--- config.mk ---
export PLATFORM = sky130hd
export DESIGN_NAME = button_binary_watch_controller
export DESIGN_NICKNAME = d
export VERILOG_FILES = /design/src/rtl/bbw_pkg.sv /design/src/rtl/button_binary_watch_controller.sv /design/src/rtl/bbw_cfg.sv /design/src/rtl/bbw_core.sv
export VERILOG_INCLUDE_DIRS = /design/src /design/src/rtl
export SDC_FILE = /design/constraint.sdc
export NUM_CORES = 1
export LEC_CHECK = 0
export BUFFER_PORTS_ARGS = -buffer_cell sky130_fd_sc_hd__buf_2
export CAP_MARGIN = 15
export CELL_PAD_IN_SITES_DETAIL_PLACEMENT = 1
export CELL_PAD_IN_SITES_GLOBAL_PLACEMENT = 1
export CORE_MARGIN = 5
export CORE_UTILIZATION = 44
export DETAILED_ROUTE_END_ITERATION = 10
export PLACE_DENSITY = 0.89
export SYNTH_ARGS = -nofsm -noshare
export SYNTH_HDL_FRONTEND = slang
export SYNTH_SLANG_ARGS = --single-unit
--- constraint.sdc ---
create_clock -name clk -period 3.44 [get_ports clk]
set_input_delay 0.344 -clock clk [delete_from_list [all_inputs] [get_ports clk]]
set_output_delay 0.344 -clock clk [all_outputs]
set_load 0.005 [all_outputs]
--- src/rtl/button_binary_watch_controller_macros.svh ---
// Assertion macros for the binary watch controller.
// Used by the modules that carry concurrent checks; expects clk and rst_n in scope.
`ifndef BUTTON_BINARY_WATCH_CONTROLLER_MACROS_SVH
`define BUTTON_BINARY_WATCH_CONTROLLER_MACROS_SVH

`ifndef SYNTHESIS
// Check a condition at every clock edge outside reset.
`define BBW_ASSERT_ALWAYS(label, cond) \
  label: assert property (@(posedge clk) disable iff (!rst_n) (cond)) \
    else $error("watch check failed");
// Check that an antecedent implies a consequent in the same cycle.
`define BBW_ASSERT_IMPLY(label, ante, cons) \
  label: assert property (@(posedge clk) disable iff (!rst_n) (ante) |-> (cons)) \
    else $error("watch check failed");
`else
`define BBW_ASSERT_ALWAYS(label, cond)
`define BBW_ASSERT_IMPLY(label, ante, cons)
`endif

`endif

--- src/rtl/bbw_pkg.sv ---
// Shared types and constants for the binary watch controller.
// No dependencies; imported by every module of the block.
`timescale 1ns / 1ps

package bbw_pkg;

  // Configuration port geometry
  localparam int CFG_AW = 5;
  localparam int CFG_DW = 32;

  // Timekeeping limits
  localparam logic [5:0] SEC_PER_MIN  = 6'd60;
  localparam logic [6:0] SEC_TWO_MIN  = 7'd120;
  localparam logic [3:0] HOUR_LIMIT   = 4'd13;
  localparam logic [3:0] HOUR_FIRST   = 4'd1;
  localparam logic [1:0] SET_ACCEL_START = 2'd2;

  // Reset values
  localparam logic [5:0] RST_MINUTES = 6'd6;
  localparam logic [3:0] RST_HOURS   = 4'd3;
  localparam logic [5:0] RST_PRESCALE = 6'd32;
  localparam logic [5:0] RST_DISPLAY  = 6'd10;
  localparam logic [5:0] RST_HOLD     = 6'd3;
  localparam logic [5:0] RST_PACE     = 6'd50;
  localparam logic [4:0] RST_STEP     = 5'd5;
  localparam logic [5:0] RST_FLOOR    = 6'd5;
  localparam logic [1:0] RST_REPEAT   = 2'd3;

  // Register word indexes (byte address / 4)
  typedef enum logic [2:0] {
    REG_PRESCALE = 3'd0,
    REG_DISPLAY  = 3'd1,
    REG_HOLD     = 3'd2,
    REG_START    = 3'd3,
    REG_STEP     = 3'd4,
    REG_FLOOR    = 3'd5,
    REG_REPEAT   = 3'd6
  } reg_idx_t;

  // Input kinds
  localparam logic KIND_TIME = 1'b0;
  localparam logic KIND_PACE = 1'b1;

  typedef enum logic [1:0] {
    MODE_OFF     = 2'd0,
    MODE_ARM     = 2'd1,
    MODE_DISPLAY = 2'd2,
    MODE_SETTING = 2'd3
  } mode_t;

  typedef struct packed {
    logic [5:0] prescale_ticks;
    logic [5:0] display_seconds;
    logic [5:0] hold_seconds;
    logic [5:0] start_pace;
    logic [4:0] pace_step;
    logic [5:0] pace_floor;
    logic [1:0] pace_repeat;
  } cfg_t;

  typedef struct packed {
    logic kind;
    logic button_pressed;
  } in_t;

  typedef struct packed {
    logic [3:0] hour_leds;
    logic [5:0] minute_leds;
    logic       second_led;
    logic       display_on;
    logic       setting_active;
  } out_t;

endpackage

--- src/rtl/button_binary_watch_controller.sv ---
// Binary watch controller, usage notes:
//   Input channel (in_valid / in_stall / in_item) carries one request per tick:
//   kind 0 is a timekeeping tick, kind 1 a pace tick, with the button level.
//   Result channel (out_valid / out_stall / out_item) returns exactly one
//   result per request, in order: the LED pattern after that tick.
//   Path: an accepted request waits in the input stage register, and its
//   result is written into the result register once that register can advance.
//   Throughput: one request per cycle unless out_stall holds a result, set by
//   the single state-update stage between the input and result registers.
//   Stall: while out_stall holds a waiting result, the staged request stays
//   put and in_stall rises; nothing is dropped or repeated.
//   Reset (rst_n low, synchronous): time 3:06:00, display off, registers at
//   their defaults, both channels empty.
//   Configuration: APB-style port, 32-bit words at byte address 4*index;
//   write only while no request is in flight.
// Depends on bbw_pkg, bbw_cfg and bbw_core.
`timescale 1ns / 1ps

module button_binary_watch_controller
  import bbw_pkg::*;
(
  input  logic              clk,
  input  logic              rst_n,
  input  logic              in_valid,
  output logic              in_stall,
  input  in_t               in_item,
  output logic              out_valid,
  input  logic              out_stall,
  output out_t              out_item,
  input  logic              psel,
  input  logic              penable,
  input  logic              pwrite,
  input  logic [CFG_AW-1:0] paddr,
  input  logic [CFG_DW-1:0] pwdata,
  output logic [CFG_DW-1:0] prdata,
  output logic              pready
);

  cfg_t cfg;

  // Register file
  bbw_cfg u_cfg (
    .clk     (clk),
    .rst_n   (rst_n),
    .psel    (psel),
    .penable (penable),
    .pwrite  (pwrite),
    .paddr   (paddr),
    .pwdata  (pwdata),
    .prdata  (prdata),
    .pready  (pready),
    .cfg     (cfg)
  );

  // Watch datapath
  bbw_core u_core (
    .clk       (clk),
    .rst_n     (rst_n),
    .cfg       (cfg),
    .in_valid  (in_valid),
    .in_stall  (in_stall),
    .in_item   (in_item),
    .out_valid (out_valid),
    .out_stall (out_stall),
    .out_item  (out_item)
  );

endmodule

--- src/rtl/bbw_cfg.sv ---
// Configuration register file with an APB-style access port.
// Depends on bbw_pkg for the register layout and reset values.
`timescale 1ns / 1ps

module bbw_cfg
  import bbw_pkg::*;
(
  input  logic              clk,
  input  logic              rst_n,
  input  logic              psel,
  input  logic              penable,
  input  logic              pwrite,
  input  logic [CFG_AW-1:0] paddr,
  input  logic [CFG_DW-1:0] pwdata,
  output logic [CFG_DW-1:0] prdata,
  output logic              pready,
  output cfg_t              cfg
);

  cfg_t     cfg_r;
  logic     wr_en;
  reg_idx_t idx;

  assign pready = 1'b1;
  assign wr_en  = psel && penable && pwrite;
  assign idx    = reg_idx_t'(paddr[CFG_AW-1:2]);
  assign cfg    = cfg_r;

  // Write registers, masked to their widths
  always_ff @(posedge clk) begin
    if (!rst_n) begin
      cfg_r.prescale_ticks  <= RST_PRESCALE;
      cfg_r.display_seconds <= RST_DISPLAY;
      cfg_r.hold_seconds    <= RST_HOLD;
      cfg_r.start_pace      <= RST_PACE;
      cfg_r.pace_step       <= RST_STEP;
      cfg_r.pace_floor      <= RST_FLOOR;
      cfg_r.pace_repeat     <= RST_REPEAT;
    end else if (wr_en) begin
      unique case (idx)
        REG_PRESCALE: cfg_r.prescale_ticks  <= pwdata[5:0];
        REG_DISPLAY:  cfg_r.display_seconds <= pwdata[5:0];
        REG_HOLD:     cfg_r.hold_seconds    <= pwdata[5:0];
        REG_START:    cfg_r.start_pace      <= pwdata[5:0];
        REG_STEP:     cfg_r.pace_step       <= pwdata[4:0];
        REG_FLOOR:    cfg_r.pace_floor      <= pwdata[5:0];
        REG_REPEAT:   cfg_r.pace_repeat     <= pwdata[1:0];
        default: ;
      endcase
    end
  end

  // Read back the addressed register
  always_comb begin
    prdata = '0;
    unique case (idx)
      REG_PRESCALE: prdata[5:0] = cfg_r.prescale_ticks;
      REG_DISPLAY:  prdata[5:0] = cfg_r.display_seconds;
      REG_HOLD:     prdata[5:0] = cfg_r.hold_seconds;
      REG_START:    prdata[5:0] = cfg_r.start_pace;
      REG_STEP:     prdata[4:0] = cfg_r.pace_step;
      REG_FLOOR:    prdata[5:0] = cfg_r.pace_floor;
      REG_REPEAT:   prdata[1:0] = cfg_r.pace_repeat;
      default:      prdata = '0;
    endcase
  end

endmodule

--- src/rtl/bbw_core.sv ---
// Watch core: input stage, timekeeping and mode state, result register.
// Depends on bbw_pkg and the assertion macros header.
`timescale 1ns / 1ps

`include "button_binary_watch_controller_macros.svh"

module bbw_core
  import bbw_pkg::*;
(
  input  logic clk,
  input  logic rst_n,
  input  cfg_t cfg,
  input  logic in_valid,
  output logic in_stall,
  input  in_t  in_item,
  output logic out_valid,
  input  logic out_stall,
  output out_t out_item
);

  // Input stage
  logic stg_valid_r;
  in_t  stg_r;
  // Result register
  logic out_valid_r;
  out_t out_r;
  out_t out_nxt;
  // Watch state
  mode_t      mode_r, mode_nxt;
  logic       latch_r, latch_nxt;
  logic [5:0] tick_r, tick_nxt;
  logic [5:0] sec_r, sec_nxt;
  logic [5:0] min_r, min_nxt;
  logic [3:0] hour_r, hour_nxt;
  logic [5:0] off_sec_r, off_sec_nxt;
  logic [5:0] enter_sec_r, enter_sec_nxt;
  logic [5:0] pace_r, pace_nxt;
  logic [1:0] accel_r, accel_nxt;
  logic [5:0] wait_r, wait_nxt;

  logic adv;
  logic fire;

  assign adv       = !out_valid_r || !out_stall;
  assign fire      = stg_valid_r && adv;
  assign in_stall  = stg_valid_r && !adv;
  assign out_valid = out_valid_r;
  assign out_item  = out_r;

  // Advance the minute with carry into hours (12 wraps to 1)
  function automatic logic [9:0] next_minute(input logic [3:0] h, input logic [5:0] m);
    logic [5:0] m1;
    logic [3:0] h1;
    m1 = m + 6'd1;
    h1 = h;
    if (m1 >= SEC_PER_MIN) begin
      m1 = '0;
      h1 = h + 4'd1;
      if (h1 >= HOUR_LIMIT) h1 = HOUR_FIRST;
    end
    return {h1, m1};
  endfunction

  // Second count plus an offset, modulo 60
  function automatic logic [5:0] add_mod60(input logic [5:0] s, input logic [5:0] d);
    logic [6:0] sum;
    sum = {1'b0, s} + {1'b0, d};
    if (sum >= SEC_TWO_MIN)          sum = sum - SEC_TWO_MIN;
    else if (sum >= {1'b0, SEC_PER_MIN}) sum = sum - {1'b0, SEC_PER_MIN};
    return sum[5:0];
  endfunction

  // Next state for the staged request
  always_comb begin
    logic [5:0] t1;
    logic [5:0] s1;
    logic [1:0] a1;
    logic       pressed;
    mode_nxt      = mode_r;
    latch_nxt     = latch_r;
    tick_nxt      = tick_r;
    sec_nxt       = sec_r;
    min_nxt       = min_r;
    hour_nxt      = hour_r;
    off_sec_nxt   = off_sec_r;
    enter_sec_nxt = enter_sec_r;
    pace_nxt      = pace_r;
    accel_nxt     = accel_r;
    wait_nxt      = wait_r;
    pressed       = stg_r.button_pressed;
    t1            = tick_r + 6'd1;
    s1            = sec_r + 6'd1;
    a1            = (accel_r != 2'd0) ? accel_r - 2'd1 : 2'd0;

    if (stg_r.kind == KIND_TIME) begin
      // Timekeeping tick: hold time while setting
      if (mode_r != MODE_SETTING) begin
        tick_nxt = t1;
        if (t1 >= cfg.prescale_ticks) begin
          tick_nxt = '0;
          sec_nxt  = s1;
          if (s1 >= SEC_PER_MIN) begin
            sec_nxt = '0;
            {hour_nxt, min_nxt} = next_minute(hour_r, min_r);
          end
        end
      end
    end else if (wait_r != 6'd0) begin
      // Pace tick while waiting out the pace
      wait_nxt = wait_r - 6'd1;
    end else begin
      unique case (mode_r)
        MODE_OFF: begin
          if (pressed) begin
            mode_nxt  = MODE_ARM;
            latch_nxt = 1'b1;
          end else begin
            latch_nxt = 1'b0;
          end
        end
        MODE_ARM: begin
          off_sec_nxt   = add_mod60(sec_r, cfg.display_seconds);
          enter_sec_nxt = add_mod60(sec_r, cfg.hold_seconds);
          mode_nxt      = MODE_DISPLAY;
        end
        MODE_DISPLAY: begin
          priority if (off_sec_r == sec_r) begin
            mode_nxt = MODE_OFF;
          end else if (pressed && !latch_r) begin
            mode_nxt  = MODE_ARM;
            latch_nxt = 1'b1;
          end else if (enter_sec_r == sec_r && pressed && latch_r) begin
            mode_nxt  = MODE_SETTING;
            pace_nxt  = cfg.start_pace;
            accel_nxt = SET_ACCEL_START;
            wait_nxt  = '0;
          end else if (!pressed && latch_r) begin
            latch_nxt = 1'b0;
          end else begin
            latch_nxt = latch_r;
          end
        end
        MODE_SETTING: begin
          if (pressed) begin
            sec_nxt   = '0;
            {hour_nxt, min_nxt} = next_minute(hour_r, min_r);
            accel_nxt = a1;
            if (a1 == 2'd0 && pace_r > cfg.pace_floor) begin
              accel_nxt = cfg.pace_repeat;
              pace_nxt  = (pace_r > {1'b0, cfg.pace_step}) ?
                          pace_r - {1'b0, cfg.pace_step} : 6'd0;
            end
          end else begin
            mode_nxt = MODE_ARM;
          end
          wait_nxt = pace_nxt;
        end
        default: mode_nxt = MODE_OFF;
      endcase
    end
  end

  // Result fields from the updated state
  always_comb begin
    out_nxt = '0;
    if (mode_nxt != MODE_OFF) begin
      out_nxt.hour_leds      = hour_nxt;
      out_nxt.minute_leds    = min_nxt;
      out_nxt.second_led     = (mode_nxt == MODE_SETTING) ? 1'b0 : sec_nxt[0];
      out_nxt.display_on     = 1'b1;
      out_nxt.setting_active = (mode_nxt == MODE_SETTING);
    end
  end

  // Control registers
  always_ff @(posedge clk) begin
    if (!rst_n) begin
      stg_valid_r <= 1'b0;
      out_valid_r <= 1'b0;
      mode_r      <= MODE_OFF;
      latch_r     <= 1'b0;
      tick_r      <= '0;
      sec_r       <= '0;
      min_r       <= RST_MINUTES;
      hour_r      <= RST_HOURS;
      off_sec_r   <= '0;
      enter_sec_r <= '0;
      pace_r      <= '0;
      accel_r     <= '0;
      wait_r      <= '0;
    end else begin
      if (!in_stall) stg_valid_r <= in_valid;
      if (fire) begin
        out_valid_r <= 1'b1;
        mode_r      <= mode_nxt;
        latch_r     <= latch_nxt;
        tick_r      <= tick_nxt;
        sec_r       <= sec_nxt;
        min_r       <= min_nxt;
        hour_r      <= hour_nxt;
        off_sec_r   <= off_sec_nxt;
        enter_sec_r <= enter_sec_nxt;
        pace_r      <= pace_nxt;
        accel_r     <= accel_nxt;
        wait_r      <= wait_nxt;
      end else if (adv) begin
        out_valid_r <= 1'b0;
      end
    end
  end

  // Payload registers
  always_ff @(posedge clk) begin
    if (!in_stall) stg_r <= in_item;
    if (fire)      out_r <= out_nxt;
  end

  `BBW_ASSERT_ALWAYS(a_clock_range, sec_r < SEC_PER_MIN && min_r < SEC_PER_MIN)
  `BBW_ASSERT_ALWAYS(a_hour_range, hour_r != 4'd0 && hour_r < HOUR_LIMIT)
  `BBW_ASSERT_IMPLY(a_stall_full, in_stall, stg_valid_r && out_valid_r)
  `BBW_ASSERT_IMPLY(a_setting_out, out_valid_r && out_r.setting_active, out_r.display_on)
  `BBW_ASSERT_IMPLY(a_setting_dot, out_valid_r && out_r.setting_active, !out_r.second_led)
  `BBW_ASSERT_IMPLY(a_dark_out, out_valid_r && !out_r.display_on, out_r == '0)

endmodule

## After elaboration in Yosys (flattened, before gate mapping)

Cells that the tools add are included.

- Reduce and logical (&&, ||, !) cells: 42
- $lt $le $gt $ge: 10
- Bitwise gates (word level): 3
- Equal/unequal tests: 25
- Muxes and demuxes: 68
- Add/sub/neg operators: 13

Operator list:

| operator | number |
|---|---|
| 6-bit two-way mux | 30 |
| 4-bit two-way mux | 9 |
| 2-bit two-way mux | 14 |
| 6-bit one-hot mux with 2 select lines | 2 |
| 6-bit subtractor (second input constant) | 4 |
| 6-bit by 1-bit adder with 6-bit output (second input constant) | 3 |
| 3-bit one-hot mux with 6 select lines | 1 |
| 6-bit by 6-bit adder with 7-bit output | 2 |
| 7-bit by 6-bit greater-or-equal comparator with 1-bit output (second input constant) | 2 |
| 7-bit greater-or-equal comparator (second input constant) | 2 |
| 2-bit one-hot mux with 7 select lines | 1 |
| 2-bit AND reduction | 7 |
| 7-bit AND reduction | 2 |
| 2-bit nonzero test | 7 |
| 6-bit equality test | 2 |
| 6-bit greater-or-equal comparator (second input constant) | 2 |
| 2-bit inequality test (second input constant) | 6 |
| 6-bit AND reduction | 2 |
| 3-bit equality test (second input constant) | 3 |
| 1-bit logical AND | 9 |
| 3-bit by 2-bit inequality test with 1-bit output (second input constant) | 3 |
| 2-bit one-hot mux with 4 select lines | 1 |
| 8-bit AND reduction | 1 |
| 1-bit two-way mux | 7 |
| 27 further kinds | 39 |

- Output and inout port bits: 48
- Bits of input ports: 46
- Word-level logic and storage cells: 189
- Register bits: 105

## Logic depth before layout (Yosys ltp)

- Depth in word-level cells: 12
- Depth in mapped cells: 12
- Gate-level depth less buffers: 12

## Cells and area by module

Synthesis repeated with hierarchy kept, for this count alone.

- Cell total of the unflattened synthesis: 867
- Area, all modules: 7,181.9 um2

By module, submodules not included:

| module | cells an instance | area each (um2) | times used |
|---|---|---|---|
| bbw_core | 650 | 5,215.0 | 1 |
| bbw_cfg | 217 | 1,966.9 | 1 |

## Worst setup path after synthesis

Ideal clock, no wire load.

- Kind: register to register
- From: register u_core.tick_r[0]
- To: register u_core.out_r, in the netlist u_core.out_item[9] (data pin)
- Clock period less this slack: 2.654 ns
- Path slack: 0.786 ns
- Buffers on the path: 2
- Required time: 3.170 ns
- Stages on the path, launching flop included: 13
- Data arrival time: 2.385 ns
- Setup time: 0.270 ns
- Path through: dfxtp_1 > ha_1 > nand3_1 > xnor2_1 > ha_1 > a21o_1 > a21oi_1 > o21ai_0 > clkbuf_1 > a31o_2 > clkbuf_1 > a21oi_1 > nor3_1

- Word-level cells in the longest chain between the ends: 5

RTL lines:

| what | line | text |
|---|---|---|
| from (decl) | bbw_core.sv:31 | `logic [5:0] tick_r, tick_nxt;` |
| from (signal assigned) | bbw_core.sv:197 | `tick_r <= tick_nxt;` |
| 6-bit by 1-bit adder with 6-bit output | bbw_core.sv:91 | `t1 = tick_r + 6'd1;` |
| 6-bit greater-or-equal comparator | bbw_core.sv:99 | `if (t1 >= cfg.prescale_ticks) begin` |
| 4-bit two-way mux | bbw_core.sv:99 |  |
| 4-bit two-way mux | bbw_core.sv:97 | `if (mode_r != MODE_SETTING) begin` |
| 4-bit two-way mux | bbw_core.sv:95 | `if (stg_r.kind == KIND_TIME) begin` |
| to (signal assigned) | bbw_core.sv:215 | `if (fire) out_r <= out_nxt;` |
| to (decl) | bbw_core.sv:26 | `out_t out_r;` |

No other way between the ends.
A chain may end at the register's enable or synchronous reset.

## Worst setup path in the final report

- From: register u_core.sec_r[0]
- To: register u_core.enter_sec_r[4]

- Word-level cells in the longest chain between the ends: 4
- Elaborated cells on any way between the ends: 7
- Classes of those cells: add/sub (3); order compare (2); mux (2)

RTL lines:

| what | line | text |
|---|---|---|
| from (decl) | bbw_core.sv:32 | `logic [5:0] sec_r, sec_nxt;` |
| from (signal assigned) | bbw_core.sv:198 | `sec_r <= sec_nxt;` |
| 6-bit by 6-bit adder with 7-bit output * | bbw_core.sv:67 | `sum = {1'b0, s} + {1'b0, d};` |
| 6-bit subtractor or 7-bit by 6-bit greater-or-equal comparator with 1-bit output (tied branches) | bbw_core.sv:69 | `else if (sum >= {1'b0, SEC_PER_MIN}) sum = sum - {1'b0, SEC_PER_MIN};` |
| 6-bit two-way mux | bbw_core.sv:69 |  |
| 6-bit two-way mux * | bbw_core.sv:68 | `if (sum >= SEC_TWO_MIN) sum = sum - SEC_TWO_MIN;` |
| to (signal assigned) | bbw_core.sv:202 | `enter_sec_r <= enter_sec_nxt;` |
| to (decl) | bbw_core.sv:36 | `logic [5:0] enter_sec_r, enter_sec_nxt;` |

Mark *: on every way between the ends. The rest lies on a longest branch, timed or not.

==> metrics list <==
* Run status: finished, final reports clean
* Clock tree sinks: approximately 110
* Buffer cell driving the clock tree root: clkbuf_16
* Maximum vdd drop: 0.229 mV
* Number of CTS-inserted buffers: 9
- Count of distinct cell types in the synthesized netlist: 75
* Final-report setup violation count: 0
- Actual slew at the worst max-slew pin: 743 ps
- STA puts the critical path data required time at 3700 ps.
- Worst path slowest cell: fa_1
- The path with the worst hold slack has its endpoint at u_core.stg_r[0].
- The floorplan step set the die width to 136 µm.
* Overall routed net length: 19,700 µm
- The count of nets left with antenna violations once routing finished came out at 0.
* Number of pins with negative max-slew slack in the final report: 0
- Antenna violations before repair: 0
- Worst Reg2Reg Path Length in Cells: 12
* End of the worst register-to-register path: u_core.enter_sec_r[4]
* Logic pwr share: 7.1%
- Internal reg-to-reg setup slack: about 460 ps
- Number of instances resized during post-cts repair: 0
* Area after detailed placement: roughly 7300 µm²
- Summed over all nets, the switching power comes to between 0.6 and 0.7 mW.
- Post-synthesis area per instance: 8.26 µm²
* Internal cell power: 1.91 mW
- TritonCTS built the clock tree.
* Overall fraction of global-route tracks in use: 21.9%
- The critical path goes through ha_1 > fa_1 > a211oi_1 > nor3b_1 > nor2_1 > ha_1 > nand2_1 > o21ai_0 > a21oi_1 > o21ai_0 > nand3_1 > a32o_1.
- Power density cells: between 300 and 400 nW/µm²
- The floorplan step defined a die boundary enclosing 18,600 µm².
* Beginning of the worst hold path: in_item[0]
* Final cell area excluding filler cells: around 7600 µm²
- Number of global-route vias before repair: 6,300
* RSZ-0062 raised after global routing: no
* Number of antenna diodes: 0
- In the routed layout, each cell is associated on average with a via count of 5.73.
* Synthesized instance count: ~850
* R2R Path Start: u_core.sec_r[0]
- Clock-pin slew was measured on the worst setup and hold paths at 70 ps.
- Number of flops mapped to enable cells by yosys: 15
* Synthesis-to-finish area growth: 8.06%
* First-pass GRT wire length: 32,400 µm
* Fraction of power spent switching nets: about a quarter
- Violation count after the first detailed-route iteration: 451
- The total area inside the core boundary comes to 15,800 µm².
- Worst hold stages: 1
- Reported leakage power: just over 3 nW
* Hold Worst Slack: 156 ps
- After clock tree synthesis, the setup repair step added 0 buffers.
- Vias after detailed routing: around 6,200
- Startpoint class of the critical path: register
* Fraction of final layout cells with drive strength greater than 1: 10.8%
- In this run the vertical extent of the chip is 136 µm.
- The number of hold violations in the final report came to 0.
- The most used flip-flop cell after synthesis is dfxtp_1.
- For this design, the CTS-stage hold fixing added 0 buffers.
- The critical path is of the register to register type.
- The initial utilization of the core area, before any placement, comes to ~44%.
- Average detailed-routed wire length per instance: 18.1 µm
- Dividing the final minimum period by the clock period gives around 87%.
- Family with the most delay on the worst path: compound AO/OA/AOI/OAI gates
- 94 I/O pins were placed.
- Summed over all failing endpoints, the final setup total negative slack is 0 ps.
- Portion of total power attributed to sequential cells: 50.4%
- The largest single stage delay on the critical path is 410 ps.
- The H-tree was split into 3 levels.
- Hold Path Class: input port to register
- The Yosys step of the flow raised 0 warnings.
* Maximum number of pins on one net before global-route repair: 53
* Register bit count reported by yosys: 105
* Part of the power in the clock network: 42.5%
* Max FO, Critical Path: 4
- Mapped cell area: 7010 µm²
- Between clock sinks in the finished design, the worst skew comes to 8.67 ps.
- In this run the tightest slew margin relative to its limit is around 50%.
* Number of buffers inserted by port buffering: 38
* Num rows: 46
- The wire-length estimate of the detail-placed layout is 14,200 µm.
* Share of synthesized area occupied by flip-flops and latches: between 30% and 40%
* Final critical path time including I/O delays and setup: roughly 3000 ps
- DR pass1 iterations: 4
* Clock buffer depth: 2
* Max-cap viol count: 0
* F_max: 336 MHz
* WP data arrival: 3240 ps
* Gr ovfl total: 0
* Routability Congestion: just under 0.9
- Post-Place Setup Slack: between 500 and 600 ps
- Counting tap cells, the placed design contains a total of about 1,100 instances.
- Worst skew pair latency: 370 ps
* Endpoint class of the critical path: register
- The net count of the finished layout is about 960.
- Filler-free cell count of the finished design: 1,089
- Setup slack closes at 460 ps.
- Crit path buffers/inverters: 0
- Share of async-settable or async-resettable flops after synthesis: 0%
- After detailed routing, the number of remaining DRC violations is 0.
==> through the flow <==
stage          utilization [%]  power, mW
2_1_floorplan                -       1.44
3_3_place_gp              46.2       1.48
3_5_place_dp              46.2       1.48
4_1_cts                   48.1       2.53
5_1_grt                   48.1       2.61
6_report                  48.1       2.53
==> registers in the layout, indices dropped and copies added (netlist names) <==
name                count
u_cfg.cfg              37
u_core.accel_r          2
u_core.enter_sec_r      6
u_core.hour_r           4
u_core.latch_r          1
u_core.min_r            6
u_core.mode_r           2
u_core.off_sec_r        6
u_core.out_item        13
u_core.out_valid        1
u_core.pace_r           6
u_core.sec_r            6
u_core.stg_r            2
u_core.stg_valid_r      1
u_core.tick_r           6
u_core.wait_r           6
==> worst max path at each step <==
stage                          start                     to  slack, ps  cells past startpoint
detailed placement   u_core.sec_r[1]    u_core.off_sec_r[3]        540                     11
global route         u_core.sec_r[0]  u_core.enter_sec_r[4]        250                     12
CTS                  u_core.sec_r[0]  u_core.enter_sec_r[4]        480                     12
floorplan           u_core.tick_r[0]     u_core.out_item[9]        790                     12
global placement     u_core.sec_r[3]    u_core.off_sec_r[3]        610                     11
finish               u_core.sec_r[0]  u_core.enter_sec_r[4]        460                     12
==> layout by cell type (no fill, tap or decap), drive strengths merged, types with 5 or more instances in the layout <==
| cell type | count |
|---|---|
| and3 | 5 |
| o21a | 5 |
| ha | 42 |
| nand4b | 6 |
| inv | 45 |
| o31ai | 13 |
| nand2 | 86 |
| a21o | 13 |
| dfxtp | 90 |
| nand2b | 7 |
| nand3b | 5 |
| a211oi | 11 |
| conb | 27 |
| nor3b | 8 |
| nand4 | 7 |
| nor3 | 15 |
| o211ai | 8 |
| or3 | 6 |
| a31oi | 11 |
| mux2 | 7 |
| nand3 | 31 |
| clkbuf | 11 |
| edfxtp | 15 |
| nor2 | 90 |
| a21oi | 55 |
| mux2i | 50 |
| xnor2 | 15 |
| xor2 | 11 |
| buf | 54 |
| o21ai | 43 |
| and2 | 5 |
==> cell type report <==
class | instances | area (µm²)
multi-input cells | 655 | 4290
well taps | 216 | 270
clock buffers | 11 | 243
inverters | 43 | 161
fillers | 1972 | 8190
repair buffers | 54 | 310
flip-flops and latches | 105 | 2250
clock inverters | 5 | 52.6
==> cell families (layout without fill, tap and decap cells) <==
group | Yosys count | count (layout) | share of synthesized area (%)
flops | 105 | 105 | 32.1
simple gates | 291 | 291 | 19.7
compound gates | 207 | 207 | 19.3
other cells | 2 | 27 | 0.107
mux | 59 | 59 | 8.90
xor+xnor | 26 | 26 | 3.25
fa+ha+maj | 45 | 45 | 8.35
buf+inv | 114 | 113 | 8.21
==> power by group through the flow <==
stage	combinational (mW)	sequential [mW]	clock, mW
2_1_floorplan	0.139	1.30	0
3_3_place_gp	0.172	1.30	0
3_5_place_dp	0.178	1.31	0
4_1_cts	0.180	1.28	1.08
5_1_grt	0.200	1.28	1.13
6_report	0.181	1.28	1.08
==> cell usage after synthesis (8+ instances only) <==
| cell type | count | area, µm² |
|---|---|---|
| a211oi_1 | 11 | 82.6 |
| a21o_1 | 13 | 97.6 |
| a21oi_1 | 54 | 270 |
| a31oi_1 | 11 | 68.8 |
| buf_4 | 28 | 210 |
| clkbuf_1 | 36 | 135 |
| dfxtp_1 | 90 | 1800 |
| edfxtp_1 | 15 | 450 |
| ha_1 | 42 | 526 |
| inv_1 | 42 | 158 |
| mux2i_1 | 50 | 500 |
| nand2_1 | 86 | 323 |
| nand3_1 | 31 | 155 |
| nor2_1 | 90 | 338 |
| nor3_1 | 15 | 75.1 |
| nor3b_1 | 8 | 60.1 |
| o211ai_1 | 8 | 60.1 |
| o21ai_0 | 43 | 215 |
| o31ai_1 | 13 | 97.6 |
| xnor2_1 | 15 | 131 |
| xor2_1 | 11 | 96.3 |
==> routing by layer <==
layer	global-route usage [%]	up-vias	wire length (µm)
met5	0	-	0
met4	8.01	0	442
li1	-	3026	-
met3	2.78	25	749
met2	37.6	127	9820
met1	28.2	3066	8650
(Power assumes the default switching activity.)
